### config.mk
export PLATFORM = sky130hd
export DESIGN_NAME = column_pack_run_length_encoder_unit
export DESIGN_NICKNAME = d
export VERILOG_FILES = /design/src/rtl/core/cprle_pkg.sv /design/src/rtl/core/cprle_ram.sv /design/src/rtl/core/cprle_dp.sv /design/src/rtl/core/cprle_ctrl.sv /design/src/rtl/core/column_pack_run_length_encoder_unit.sv
export SDC_FILE = /design/constraint.sdc
export NUM_CORES = 1
export LEC_CHECK = 0
export ABC_AREA = 0
export BUFFER_PORTS_ARGS = -buffer_cell sky130_fd_sc_hd__buf_4
export CAP_MARGIN = 15
export CORE_MARGIN = 2
export CORE_UTILIZATION = 39
export CTS_BUF_LIST = sky130_fd_sc_hd__clkbuf_4
export DETAILED_ROUTE_END_ITERATION = 12
export GPL_TIMING_DRIVEN = 0
export PLACE_DENSITY = 0.59
export SYNTH_ARGS = -nofsm -noshare
export SYNTH_HDL_FRONTEND = slang
export SYNTH_SLANG_ARGS = --single-unit
export TNS_END_PERCENT = 100
### constraint.sdc
create_clock -name clk -period 6.27 [get_ports clk]
set_input_delay 1.254 -clock clk [delete_from_list [all_inputs] [get_ports clk]]
set_output_delay 1.254 -clock clk [all_outputs]
set_load 0.02 [all_outputs]
### src/rtl/core/cprle_pkg.sv
// shared types and constants for the column pack run-length encoder
// no dependencies; imported by the controller, datapath and top level
package cprle_pkg;

	localparam int unsigned BYTE_W = 8;
	localparam logic [BYTE_W-1:0] RUN_MAX = 8'd255;
	localparam logic [BYTE_W-1:0] ZERO_LEVEL = 8'h00;

	typedef enum logic [5:0] {
		ST_IDLE  = 6'b000001,
		ST_PRIME = 6'b000010,
		ST_FEED  = 6'b000100,
		ST_FLUSH = 6'b001000,
		ST_TERM  = 6'b010000,
		ST_DONE  = 6'b100000
	} cprle_state_t;

	typedef struct packed {
		logic accept;
		logic feed_step;
		logic flush;
		logic term;
		logic finish;
	} cprle_cmd_t;

	typedef struct packed {
		logic col_end;
		logic feed_last;
		logic hold_valid;
		logic out_free;
		logic run_open;
	} cprle_status_t;

endpackage

### src/rtl/core/cprle_ram.sv
// generic single-write, single-read ram with registered read data
// no dependencies
module cprle_ram #(
	parameter int unsigned WIDTH = 8,
	parameter int unsigned DEPTH = 16,
	parameter int unsigned AW = (DEPTH > 1) ? $clog2(DEPTH) : 1
) (
	input  logic             clk,
	input  logic             we,
	input  logic [AW-1:0]    wr_addr,
	input  logic [WIDTH-1:0] wr_data,
	input  logic [AW-1:0]    rd_addr,
	output logic [WIDTH-1:0] rd_data
);

	logic [WIDTH-1:0] mem_q [DEPTH];
	logic [WIDTH-1:0] rd_data_q;

	always_ff @(posedge clk) begin
		if (we) begin
			mem_q[wr_addr] <= wr_data;
		end
		rd_data_q <= mem_q[rd_addr];
	end

	assign rd_data = rd_data_q;

endmodule

### src/rtl/core/cprle_dp.sv
// datapath: bit packing, column store, run-length state, hold and output registers
// depends on cprle_pkg and cprle_ram
module cprle_dp
	import cprle_pkg::*;
#(
	parameter int unsigned COLUMN_HEIGHT = 128,
	parameter int unsigned COLUMN_BYTES = 16
) (
	input  logic          clk,
	input  logic          arst_n,
	input  cprle_cmd_t    cmd,
	output cprle_status_t status,
	input  logic [7:0]    pixel_level,
	input  logic          end_of_image,
	output logic          out_valid,
	input  logic          out_ready,
	output logic [7:0]    run_count,
	output logic [7:0]    run_value,
	output logic          is_terminator,
	output logic          last_of_burst
);

	localparam int unsigned RW = $clog2(COLUMN_HEIGHT);
	localparam int unsigned AW = (COLUMN_BYTES > 1) ? $clog2(COLUMN_BYTES) : 1;

	logic [7:0]    acc_q;
	logic [RW-1:0] row_q;
	logic [AW-1:0] byte_q;
	logic          pass_q;
	logic [7:0]    cur_val_q;
	logic [7:0]    cur_cnt_q;
	logic          open_q;
	logic          hold_valid_q;
	logic [7:0]    hold_cnt_q;
	logic [7:0]    hold_val_q;
	logic          hold_term_q;
	logic          out_valid_q;
	logic [7:0]    out_cnt_q;
	logic [7:0]    out_val_q;
	logic          out_term_q;
	logic          out_last_q;

	logic [7:0]    acc_next;
	logic [RW-1:0] idx_full;
	logic          byte_done;
	logic          col_end;
	logic          ram_we;
	logic [AW-1:0] byte_next;
	logic [AW-1:0] rd_addr;
	logic [7:0]    rd_data;
	logic          byte_wrap;
	logic          feed_emit;
	logic          emit;
	logic [7:0]    emit_cnt;
	logic [7:0]    emit_val;
	logic          emit_term;
	logic          out_free;

	assign acc_next  = {acc_q[6:0], (pixel_level == ZERO_LEVEL)};
	assign idx_full  = row_q >> 3;
	assign byte_done = (row_q[2:0] == 3'd7);
	assign col_end   = (row_q == RW'(COLUMN_HEIGHT - 1));
	assign ram_we    = cmd.accept && byte_done && (32'(idx_full) < COLUMN_BYTES);

	assign byte_wrap = (byte_q == AW'(COLUMN_BYTES - 1));
	assign byte_next = byte_wrap ? '0 : byte_q + AW'(1);
	assign rd_addr   = cmd.feed_step ? byte_next : byte_q;

	cprle_ram #(
		.WIDTH(8),
		.DEPTH(COLUMN_BYTES)
	) u_store (
		.clk    (clk),
		.we     (ram_we),
		.wr_addr(AW'(idx_full)),
		.wr_data(acc_next),
		.rd_addr(rd_addr),
		.rd_data(rd_data)
	);

	assign feed_emit = open_q && ((rd_data != cur_val_q) || (cur_cnt_q == RUN_MAX));
	assign emit      = (cmd.feed_step && feed_emit) || cmd.flush || cmd.term;
	assign emit_cnt  = cmd.term ? 8'd0 : cur_cnt_q;
	assign emit_val  = cmd.term ? 8'd0 : cur_val_q;
	assign emit_term = cmd.term;
	assign out_free  = !out_valid_q || out_ready;

	always_ff @(posedge clk or negedge arst_n) begin
		if (!arst_n) begin
			acc_q  <= '0;
			row_q  <= '0;
			byte_q <= '0;
			pass_q <= 1'b0;
		end else begin
			if (cmd.accept) begin
				if (col_end || end_of_image) begin
					row_q <= '0;
					acc_q <= '0;
				end else begin
					row_q <= row_q + RW'(1);
					acc_q <= byte_done ? 8'd0 : acc_next;
				end
				byte_q <= '0;
				pass_q <= 1'b0;
			end else if (cmd.feed_step) begin
				byte_q <= byte_next;
				if (byte_wrap) begin
					pass_q <= 1'b1;
				end
			end
		end
	end

	always_ff @(posedge clk or negedge arst_n) begin
		if (!arst_n) begin
			cur_val_q <= '0;
			cur_cnt_q <= '0;
			open_q    <= 1'b0;
		end else begin
			if (cmd.feed_step) begin
				if (!open_q || feed_emit) begin
					open_q    <= 1'b1;
					cur_val_q <= rd_data;
					cur_cnt_q <= 8'd1;
				end else begin
					cur_cnt_q <= cur_cnt_q + 8'd1;
				end
			end else if (cmd.flush || cmd.term) begin
				open_q    <= 1'b0;
				cur_val_q <= '0;
				cur_cnt_q <= '0;
			end
		end
	end

	always_ff @(posedge clk or negedge arst_n) begin
		if (!arst_n) begin
			hold_valid_q <= 1'b0;
			out_valid_q  <= 1'b0;
		end else begin
			if (emit) begin
				hold_valid_q <= 1'b1;
			end else if (cmd.finish) begin
				hold_valid_q <= 1'b0;
			end
			if ((emit || cmd.finish) && hold_valid_q) begin
				out_valid_q <= 1'b1;
			end else if (out_ready) begin
				out_valid_q <= 1'b0;
			end
		end
	end

	always_ff @(posedge clk) begin
		if (emit) begin
			hold_cnt_q  <= emit_cnt;
			hold_val_q  <= emit_val;
			hold_term_q <= emit_term;
		end
		if ((emit || cmd.finish) && hold_valid_q) begin
			out_cnt_q  <= hold_cnt_q;
			out_val_q  <= hold_val_q;
			out_term_q <= hold_term_q;
			out_last_q <= cmd.finish;
		end
	end

	assign status.col_end    = col_end;
	assign status.feed_last  = pass_q && byte_wrap;
	assign status.hold_valid = hold_valid_q;
	assign status.out_free   = out_free;
	assign status.run_open   = open_q;

	assign out_valid     = out_valid_q;
	assign run_count     = out_cnt_q;
	assign run_value     = out_val_q;
	assign is_terminator = out_term_q;
	assign last_of_burst = out_last_q;

endmodule

### src/rtl/core/cprle_ctrl.sv
// controller state machine sequencing pixel intake, column feed, flush and terminator
// depends on cprle_pkg
module cprle_ctrl
	import cprle_pkg::*;
(
	input  logic          clk,
	input  logic          arst_n,
	input  logic          in_valid,
	input  logic          end_of_image,
	output logic          in_ready,
	input  cprle_status_t status,
	output cprle_cmd_t    cmd
);

	cprle_state_t state_q;
	cprle_state_t state_next;
	logic         eoi_q;
	logic         can_emit;

	assign can_emit = status.out_free || !status.hold_valid;
	assign in_ready = (state_q == ST_IDLE);

	always_comb begin
		cmd        = '0;
		state_next = state_q;
		unique case (state_q)
			ST_IDLE: begin
				if (in_valid) begin
					cmd.accept = 1'b1;
					if (status.col_end) begin
						state_next = ST_PRIME;
					end else if (end_of_image) begin
						state_next = ST_FLUSH;
					end
				end
			end
			ST_PRIME: begin
				state_next = ST_FEED;
			end
			ST_FEED: begin
				if (can_emit) begin
					cmd.feed_step = 1'b1;
					if (status.feed_last) begin
						state_next = eoi_q ? ST_FLUSH : ST_DONE;
					end
				end
			end
			ST_FLUSH: begin
				if (!status.run_open) begin
					state_next = ST_TERM;
				end else if (can_emit) begin
					cmd.flush  = 1'b1;
					state_next = ST_TERM;
				end
			end
			ST_TERM: begin
				if (can_emit) begin
					cmd.term   = 1'b1;
					state_next = ST_DONE;
				end
			end
			ST_DONE: begin
				if (!status.hold_valid) begin
					state_next = ST_IDLE;
				end else if (status.out_free) begin
					cmd.finish = 1'b1;
					state_next = ST_IDLE;
				end
			end
			default: begin
				state_next = ST_IDLE;
			end
		endcase
	end

	always_ff @(posedge clk or negedge arst_n) begin
		if (!arst_n) begin
			state_q <= ST_IDLE;
			eoi_q   <= 1'b0;
		end else begin
			state_q <= state_next;
			if (cmd.accept) begin
				eoi_q <= end_of_image;
			end
		end
	end

endmodule

### src/rtl/core/column_pack_run_length_encoder_unit.sv
// channel  dir  tdata                          tuser             tlast
// s_axis   in   [7:0] pixel_level              -                 end_of_image
// m_axis   out  [7:0] run_count [15:8] value   [0] is_terminator last_of_burst
//
// a pixel that ends neither a column nor the image leaves the controller idle for the next
// a column-ending pixel stalls intake while the store is read and fed twice to the encoder
// end of image adds the flush, terminator and burst close steps
// output backpressure stalls the feed only when the hold and output registers are both full
// reset is asynchronous and clears all control and run state at once
//
// top level of the column pack run-length encoder
// depends on cprle_pkg, cprle_ctrl, cprle_dp
module column_pack_run_length_encoder_unit
	import cprle_pkg::*;
#(
	parameter int unsigned COLUMN_HEIGHT = 128,
	parameter int unsigned COLUMN_BYTES = 16
) (
	input  logic        clk,
	input  logic        arst_n,
	input  logic        s_axis_tvalid,
	output logic        s_axis_tready,
	input  logic [7:0]  s_axis_tdata,   // [7:0] pixel_level
	input  logic        s_axis_tlast,
	output logic        m_axis_tvalid,
	input  logic        m_axis_tready,
	output logic [15:0] m_axis_tdata,   // [7:0] run_count, [15:8] run_value
	output logic [0:0]  m_axis_tuser,   // [0] is_terminator
	output logic        m_axis_tlast
);

	cprle_cmd_t    cmd;
	cprle_status_t status;
	logic [7:0]    run_count;
	logic [7:0]    run_value;
	logic          is_terminator;

	cprle_ctrl u_ctrl (
		.clk         (clk),
		.arst_n      (arst_n),
		.in_valid    (s_axis_tvalid),
		.end_of_image(s_axis_tlast),
		.in_ready    (s_axis_tready),
		.status      (status),
		.cmd         (cmd)
	);

	cprle_dp #(
		.COLUMN_HEIGHT(COLUMN_HEIGHT),
		.COLUMN_BYTES (COLUMN_BYTES)
	) u_dp (
		.clk          (clk),
		.arst_n       (arst_n),
		.cmd          (cmd),
		.status       (status),
		.pixel_level  (s_axis_tdata),
		.end_of_image (s_axis_tlast),
		.out_valid    (m_axis_tvalid),
		.out_ready    (m_axis_tready),
		.run_count    (run_count),
		.run_value    (run_value),
		.is_terminator(is_terminator),
		.last_of_burst(m_axis_tlast)
	);

	assign m_axis_tdata = {run_value, run_count};
	assign m_axis_tuser = is_terminator;

endmodule

==> metrics.md, run 1 <==
| Metric | Value |
|---|---|
| Die height | 168 um |
| Avg Inst Size Synth | 11.7 sq um |
| Finished Cell Area | 11900 sq um |
| Filler instances | 2446 |
| Crit path max fanout | 10 |
| Starting density of the core | 39.9% |
| Worst path slowest cell | mux2i_1 |
| #FFs+latches synth | 216 |
| Via count | 8250 |
| Slew margin rel. | 20.2% |
| Antenna viol nets, final | 0 |
| Crit Path Category | flop to flop |
| Worst path required time | 6.80 ns |
| Sw frac | 27.3% |
| Setup Skew | 0.0700 ns |
| Period minus WS final | 3.78 ns |
| Internal | 2400 uW |
| Largest cells by area after synthesis | edfxtp_1 47%, dfrtp_1 11%, nand3b_1 6.8% |
| Max Cap Viol | 0 |
| Hold_ws | 0.380 ns |
| CP startpoint kind | flop |
| Reg area | 6180 sq um |
| Sw Pwr | 900 uW |
| Yosys warning total | 0 |
| FMAX | 265 MHz |
| Clock latency at the later pin of the worst-skew pair | 0.72 ns |
| Dominant cell type by area after synthesis | edfxtp_1 |
| Final Setup Violations | 0 |
| Cell Rows | 59 |
| Routed WL per cell | 21.7 um |
| Post-synth ARST share | 20.8% |
| CP cell instances | or3_1 > buf_2 > nor3_2 > mux2i_1 > clkbuf_1 > a41oi_1 > o21ai_0 > o2111ai_1 |
| Post-CTS Setup Bufs | 0 |
| Placed wire-length estimate | 19.8 mm |
| Slew Viols, Final | 0 |
| Post-synth EDFFs | 163 |
| Syn Nets | 909 |
| Synth top area share | 46.8% |
| Seq pwr share | 50.5% |
| Die X | 168 um |
| Reg clk slew, reported paths | 0.07 ns |
| Post-synth top cells | 163 x edfxtp_1, 109 x nand3_1, 95 x nand3b_1 |
| Input/output buffers | 32 |
| Final WL | 29.9 mm |
| # IOs | 33 |
| First-pass GRT wire length | 45.4 mm |
| Part of the Yosys area used for sequential elements | 59.1% |
| Multi-input gate area | 3910 sq um |
| Cells after Synth | 892 |
| Drt first pass iters | 6 |
| Slew @ Worst Pin | 1.19 ns |
| Clock sink count | 216 |
| Iter 0 DRT Violations | 950 |
| Most frequent cell after synthesis | edfxtp_1 |
| Gpl congestion | 0.863 |
| CTS buffer count | 58 |
| TritonCTS clock tree | built |
| Clk buf depth | 3 |
| Total gr overflow | 0 |
| CTS hold repair buffers | 0 |
| Library cells used by synthesis | 65 |
| Power Total | 3300 uW |
| Post-placement cell area | 11100 sq um |
| CTS root buffer | clkbuf_4 |
| TNS Setup | 0 ns |
| Top_reg_cell synth | edfxtp_1 |
| Clock power share | 37.9% |
| P&R area growth vs syn | 14.1% |
| Share of cells above drive strength 1 | 15.9% |
| Period utilization | 60.3% |
| Crit end category | flop |
| Die area | 28200 sq um |
| Hold Path Class | flop to flop |
| Antenna violations before repair | 1 |
| Area of the core | 26200 sq um |
| CP max stage delay | 0.88 ns |
| Worst IR Drop VDD | 176 uV |
| Tot GR Track Use | 21.1% |
| Power per cell area | 276 nW/um^2 |
| Final nets | 1008 |
| Status | finished, final reports clean |
| Logic pwr share | 11.6% |
| RSZ-0062 raised after global routing | false |
| Post-Syn Area | 10500 sq um |
| Largest net degree at the start of global routing | 46 |
| Fin util | 45.6% |
| H-tree Lvls | 2 |
| Post_cts resized | 0 |
| Leakage | 0.00419 uW |
| Hold Fails Final Rpt | 0 |
| Vias in the first global route | 7837 |
| Vias per cell | 5.99 |
| Residual DRC | 0 |
| CP Data Arrival Time | 4.30 ns |
[cells in the final DEF, fill, tap and decap left out, types with 16 or more instances in the layout]
cell type | Yosys | routed
nand3_1 | 109 | 109
dfrtp_1 | 44 | 44
nand3b_1 | 95 | 95
a41oi_1 | 45 | 45
buf_4 | 4 | 37
nor2_1 | 34 | 34
clkbuf_4 | 0 | 90
buf_2 | 13 | 16
clkinv_1 | 0 | 18
clkbuf_1 | 50 | 50
nand2_1 | 63 | 63
edfxtp_1 | 163 | 163
mux2i_1 | 43 | 43
o21ai_0 | 33 | 32
[through the flow]
step	cells	worst slack [ns]
finish	1377	2.49
global route	1377	2.45
CTS	1371	2.65
detailed placement	1261	1.93
global placement	1259	1.97
floorplan	892	2.97
[power groups by stage]
| stage | registers [uW] | clock network [uW] | logic (uW) |
|---|---|---|---|
| floorplan | 1710 | 0 | 238 |
| global placement | 1700 | 0 | 377 |
| detailed placement | 1700 | 0 | 383 |
| CTS | 1670 | 1280 | 384 |
| global route | 1680 | 1370 | 428 |
| finish | 1670 | 1250 | 383 |
[layout make-up]
type | instances | share of cell area [%]
clock inverter | 21 | 0.744
timing repair buffer | 39 | 2.47
antenna | 1 | 0.0210
clock buffer | 89 | 5.59
sequential | 216 | 51.8
multi-input combinational | 593 | 32.7
buffer | 73 | 2.87
inverter | 10 | 0.314
tap | 335 | 3.51
[flip-flops by register name, summed over array words and instances, names as in the netlist, 4 cells and up]
signal and cells:
u_dp.cur_cnt_q 8, u_dp.hold_val_q 8, u_dp.u_store.mem_q 128, u_dp.cur_val_q 8, u_dp.byte_q 4, u_ctrl.state_q 6
u_dp.acc_q 7, u_dp.hold_cnt_q 8, u_dp.run_count 8, u_dp.row_q 7, u_dp.run_value 8, u_dp.u_store.rd_data 8
[critical path, delay by kind of cell (launching register included)]
family                 cells  cell delay [ns]
AO/OA/AOI/OAI              3             0.87
buffers and inverters      2             0.70
flip-flops                 1             0.44
AND/OR/NAND/NOR            2             0.73
multiplexers               1             0.88
[cells by family (layout without fill, tap and decap cells)]
logic type               after synthesis  count (layout)  share of synthesized area [%]
XOR/XNOR                              10              10                          0.837
other                                  0               1                              0
multiplexers                          47              47                           4.54
flip-flops                           216             216                           59.1
AO/OA/AOI/OAI                        166             166                           11.8
adder cells (fa/ha/maj)                4               4                          0.478
AND/OR/NAND/NOR                      366             366                           19.7
buffers and inverters                 83             232                           3.63
[path summary, 6_finish.rpt]
kind / startpoint / end / slack (ns) / cells after the start
worst max register to register: u_ctrl.state_q[1] / u_dp.u_store.rd_data[4] / 2.49 / 8
worst min register to register: u_dp.hold_cnt_q[4] / u_dp.run_count[4] / 0.38 / 0
worst max-delay path: u_ctrl.state_q[1] / u_dp.u_store.rd_data[4] / 2.49 / 8
min in group asynchronous: arst_n / u_dp.acc_q[1] / 0.54 / 1
max in group asynchronous: arst_n / u_dp.byte_q[1] / 5.29 / 1
worst min-delay path: u_dp.hold_cnt_q[4] / u_dp.run_count[4] / 0.38 / 0
[metal layers]
metal,share of wire [%],GRT usage (%),vias to the layer above
met4,3.1,9.34,0
met5,0,0,-
li1,-,-,3695
met2,45,32.6,463
met1,42,29.1,4023
met3,9.3,3.86,69
Note: power is estimated with default switching activity, not from simulation.
==> inputs of run 2 (changes only) <==
Clock period 6.27 ns to 3.7 ns, I/O delays scaled along.
==> run 2 against run 1 <==
Combinational power up 69%; clock skew up 0.0052 ns; final cell count unchanged; design area about the same; critical endpoint unchanged.
==> metrics.md, run 2 (synthesis results as in run 1) <==
| Metric | Value |
|---|---|
| Crit end category | flop |
| Share of cells above drive strength 1 | 16.0% |
| Period minus WS final | 3.57 ns |
| Setup Skew | 0.0752 ns |
| Drt first pass iters | 6 |
| CTS root buffer | clkbuf_4 |
| Post-placement cell area | 11100 sq um |
| Via count | 8229 |
| CTS buffer count | 58 |
| Iter 0 DRT Violations | 1013 |
| Status | finished, final reports clean |
| CP Data Arrival Time | 4.09 ns |
| Crit path max fanout | 10 |
| Met1 GRT Util | 29.1% |
| First-pass GRT wire length | 45.4 mm |
| Filler instances | 2444 |
| Most flops, register | u_dp.u_store.mem_q |
| Die height | 168 um |
| Antenna viol nets, final | 0 |
| Post-CTS Setup Bufs | 0 |
| Die X | 168 um |
| Total gr overflow | 0 |
| Clock sink count | 216 |
| Max FFs per register | 128 |
| P&R area growth vs syn | 14.2% |
| Input/output buffers | 32 |
| Slew margin rel. | 21.9% |
| Clk buf depth | 3 |
| # IOs | 33 |
| Period utilization | 96.4% |
| Reg clk slew, reported paths | 0.06 ns |
| TritonCTS clock tree | built |
| Final Setup Violations | 0 |
| Tot GR Track Use | 21.1% |
| CTS hold repair buffers | 0 |
| RSZ-0062 raised after global routing | false |
| TNS Setup | 0 ns |
| Power per cell area | 468 nW/um^2 |
| Most common cell after layout, fill and taps aside | edfxtp_1 |
| Clock latency at the later pin of the worst-skew pair | 0.72 ns |
| Met2 usage | 32.6% |
| Worst path required time | 4.22 ns |
| H-tree Lvls | 2 |
| Placed cell count | 1261 |
| Finished Layout Cells | 1377 |
| Vias per cell | 5.98 |
| Hold Fails Final Rpt | 0 |
| Hold_ws | 0.0274 ns |
| Area of the core | 26200 sq um |
| Largest net degree at the start of global routing | 46 |
| Final WL | 30.0 mm |
| Crit Path Category | flop to flop |
| Die area | 28200 sq um |
| Routed WL per cell | 21.8 um |
| Vias in the first global route | 7837 |
| Placed wire-length estimate | 19.8 mm |
| CP startpoint kind | flop |
| FMAX | 280 MHz |
| Gpl congestion | 0.863 |
| Most Used Layer, Global Route | met2 |
| Starting density of the core | 39.9% |
| Max Cap Viol | 0 |
| Finished Cell Area | 11900 sq um |
| Slew Viols, Final | 0 |
| Leakage | 0.00420 uW |
| Hold Path Class | primary input to asynchronous set/reset pin |
| Residual DRC | 0 |
| Final nets | 1008 |
| Worst IR Drop VDD | 299 uV |
| Antenna violations before repair | 1 |
| Most frequent cells in the layout | 163 x edfxtp_1, 109 x nand3_1, 95 x nand3b_1, 90 x clkbuf_4, 63 x nand2_1 |
| Slew @ Worst Pin | 1.17 ns |
| Cell Rows | 59 |
| Met3 Use GR | 3.86% |
## run 2: power breakdown
part | switching [uW] | internal (uW) | total [uW]
Clock | 1020 | 1100 | 2120
Combinational | 418 | 229 | 647
Sequential | 86.6 | 2740 | 2830
Total | 1520 | 4070 | 5590
## run 2: timing repair
item	4_1_cts	5_1_grt
gates resized for setup	0	2
endpoints found under the hold margin	0	0
setup endpoints to repair	0	8
## run 2: layout make-up
type / instances / area, sq um / share of cell area (%)
Antenna cell: 1 / 2.50 / 0.0209
Timing Repair Buffer: 39 / 295 / 2.47
Buffer: 73 / 343 / 2.87
Inverter: 10 / 37.5 / 0.314
Tap cell: 335 / 419 / 3.51
Clock inverter: 21 / 88.8 / 0.743
Clock buffer: 89 / 668 / 5.59
Multi-Input combinational cell: 593 / 3910 / 32.7
Sequential cell: 216 / 6180 / 51.7
## run 2: worst paths after layout
kind / startpoint / end / slack (ns) / cells after the start
worst max-delay path: u_ctrl.state_q[1] / u_dp.u_store.rd_data[4] / 0.13 / 8
worst min-delay path: arst_n / u_dp.acc_q[1] / 0.03 / 1
worst max register to register: u_ctrl.state_q[1] / u_dp.u_store.rd_data[4] / 0.13 / 8
worst min register to register: u_dp.hold_cnt_q[4] / u_dp.run_count[4] / 0.38 / 0
max in group asynchronous: arst_n / u_dp.row_q[1] / 3.23 / 1
min in group clk: s_axis_tlast / u_ctrl.eoi_q / 0.33 / 3
## run 2: per-stage QoR
| stage | worst slack (ns) | power, uW | util (%) |
|---|---|---|---|
| finish | 0.132 | 5590 | 45.6 |
| global route | 0.0267 | 5880 | 45.6 |
| CTS | 0.0824 | 5640 | 45.4 |
| detailed placement | -0.123 | 3530 | 42.5 |
| global placement | -0.224 | 3520 | 42.4 |
| floorplan | 0.535 | 3300 | - |
## run 2: routing by layer
| metal | share of wire, % | vias up |
|---|---|---|
| li1 | - | 3695 |
| met1 | 43 | 4010 |
| met2 | 45 | 451 |
| met3 | 8.9 | 73 |
| met4 | 3.1 | 0 |
| met5 | 0 | - |
## run 2: critical path, cell delays in order, from the launching register on
cell       delay, ns
dfrtp_1         0.44
or3_1           0.38
buf_2           0.19
nor3_2          0.39
mux2i_2         0.67
clkbuf_1        0.50
a41oi_1         0.13
o21ai_0         0.46
o2111ai_1       0.26
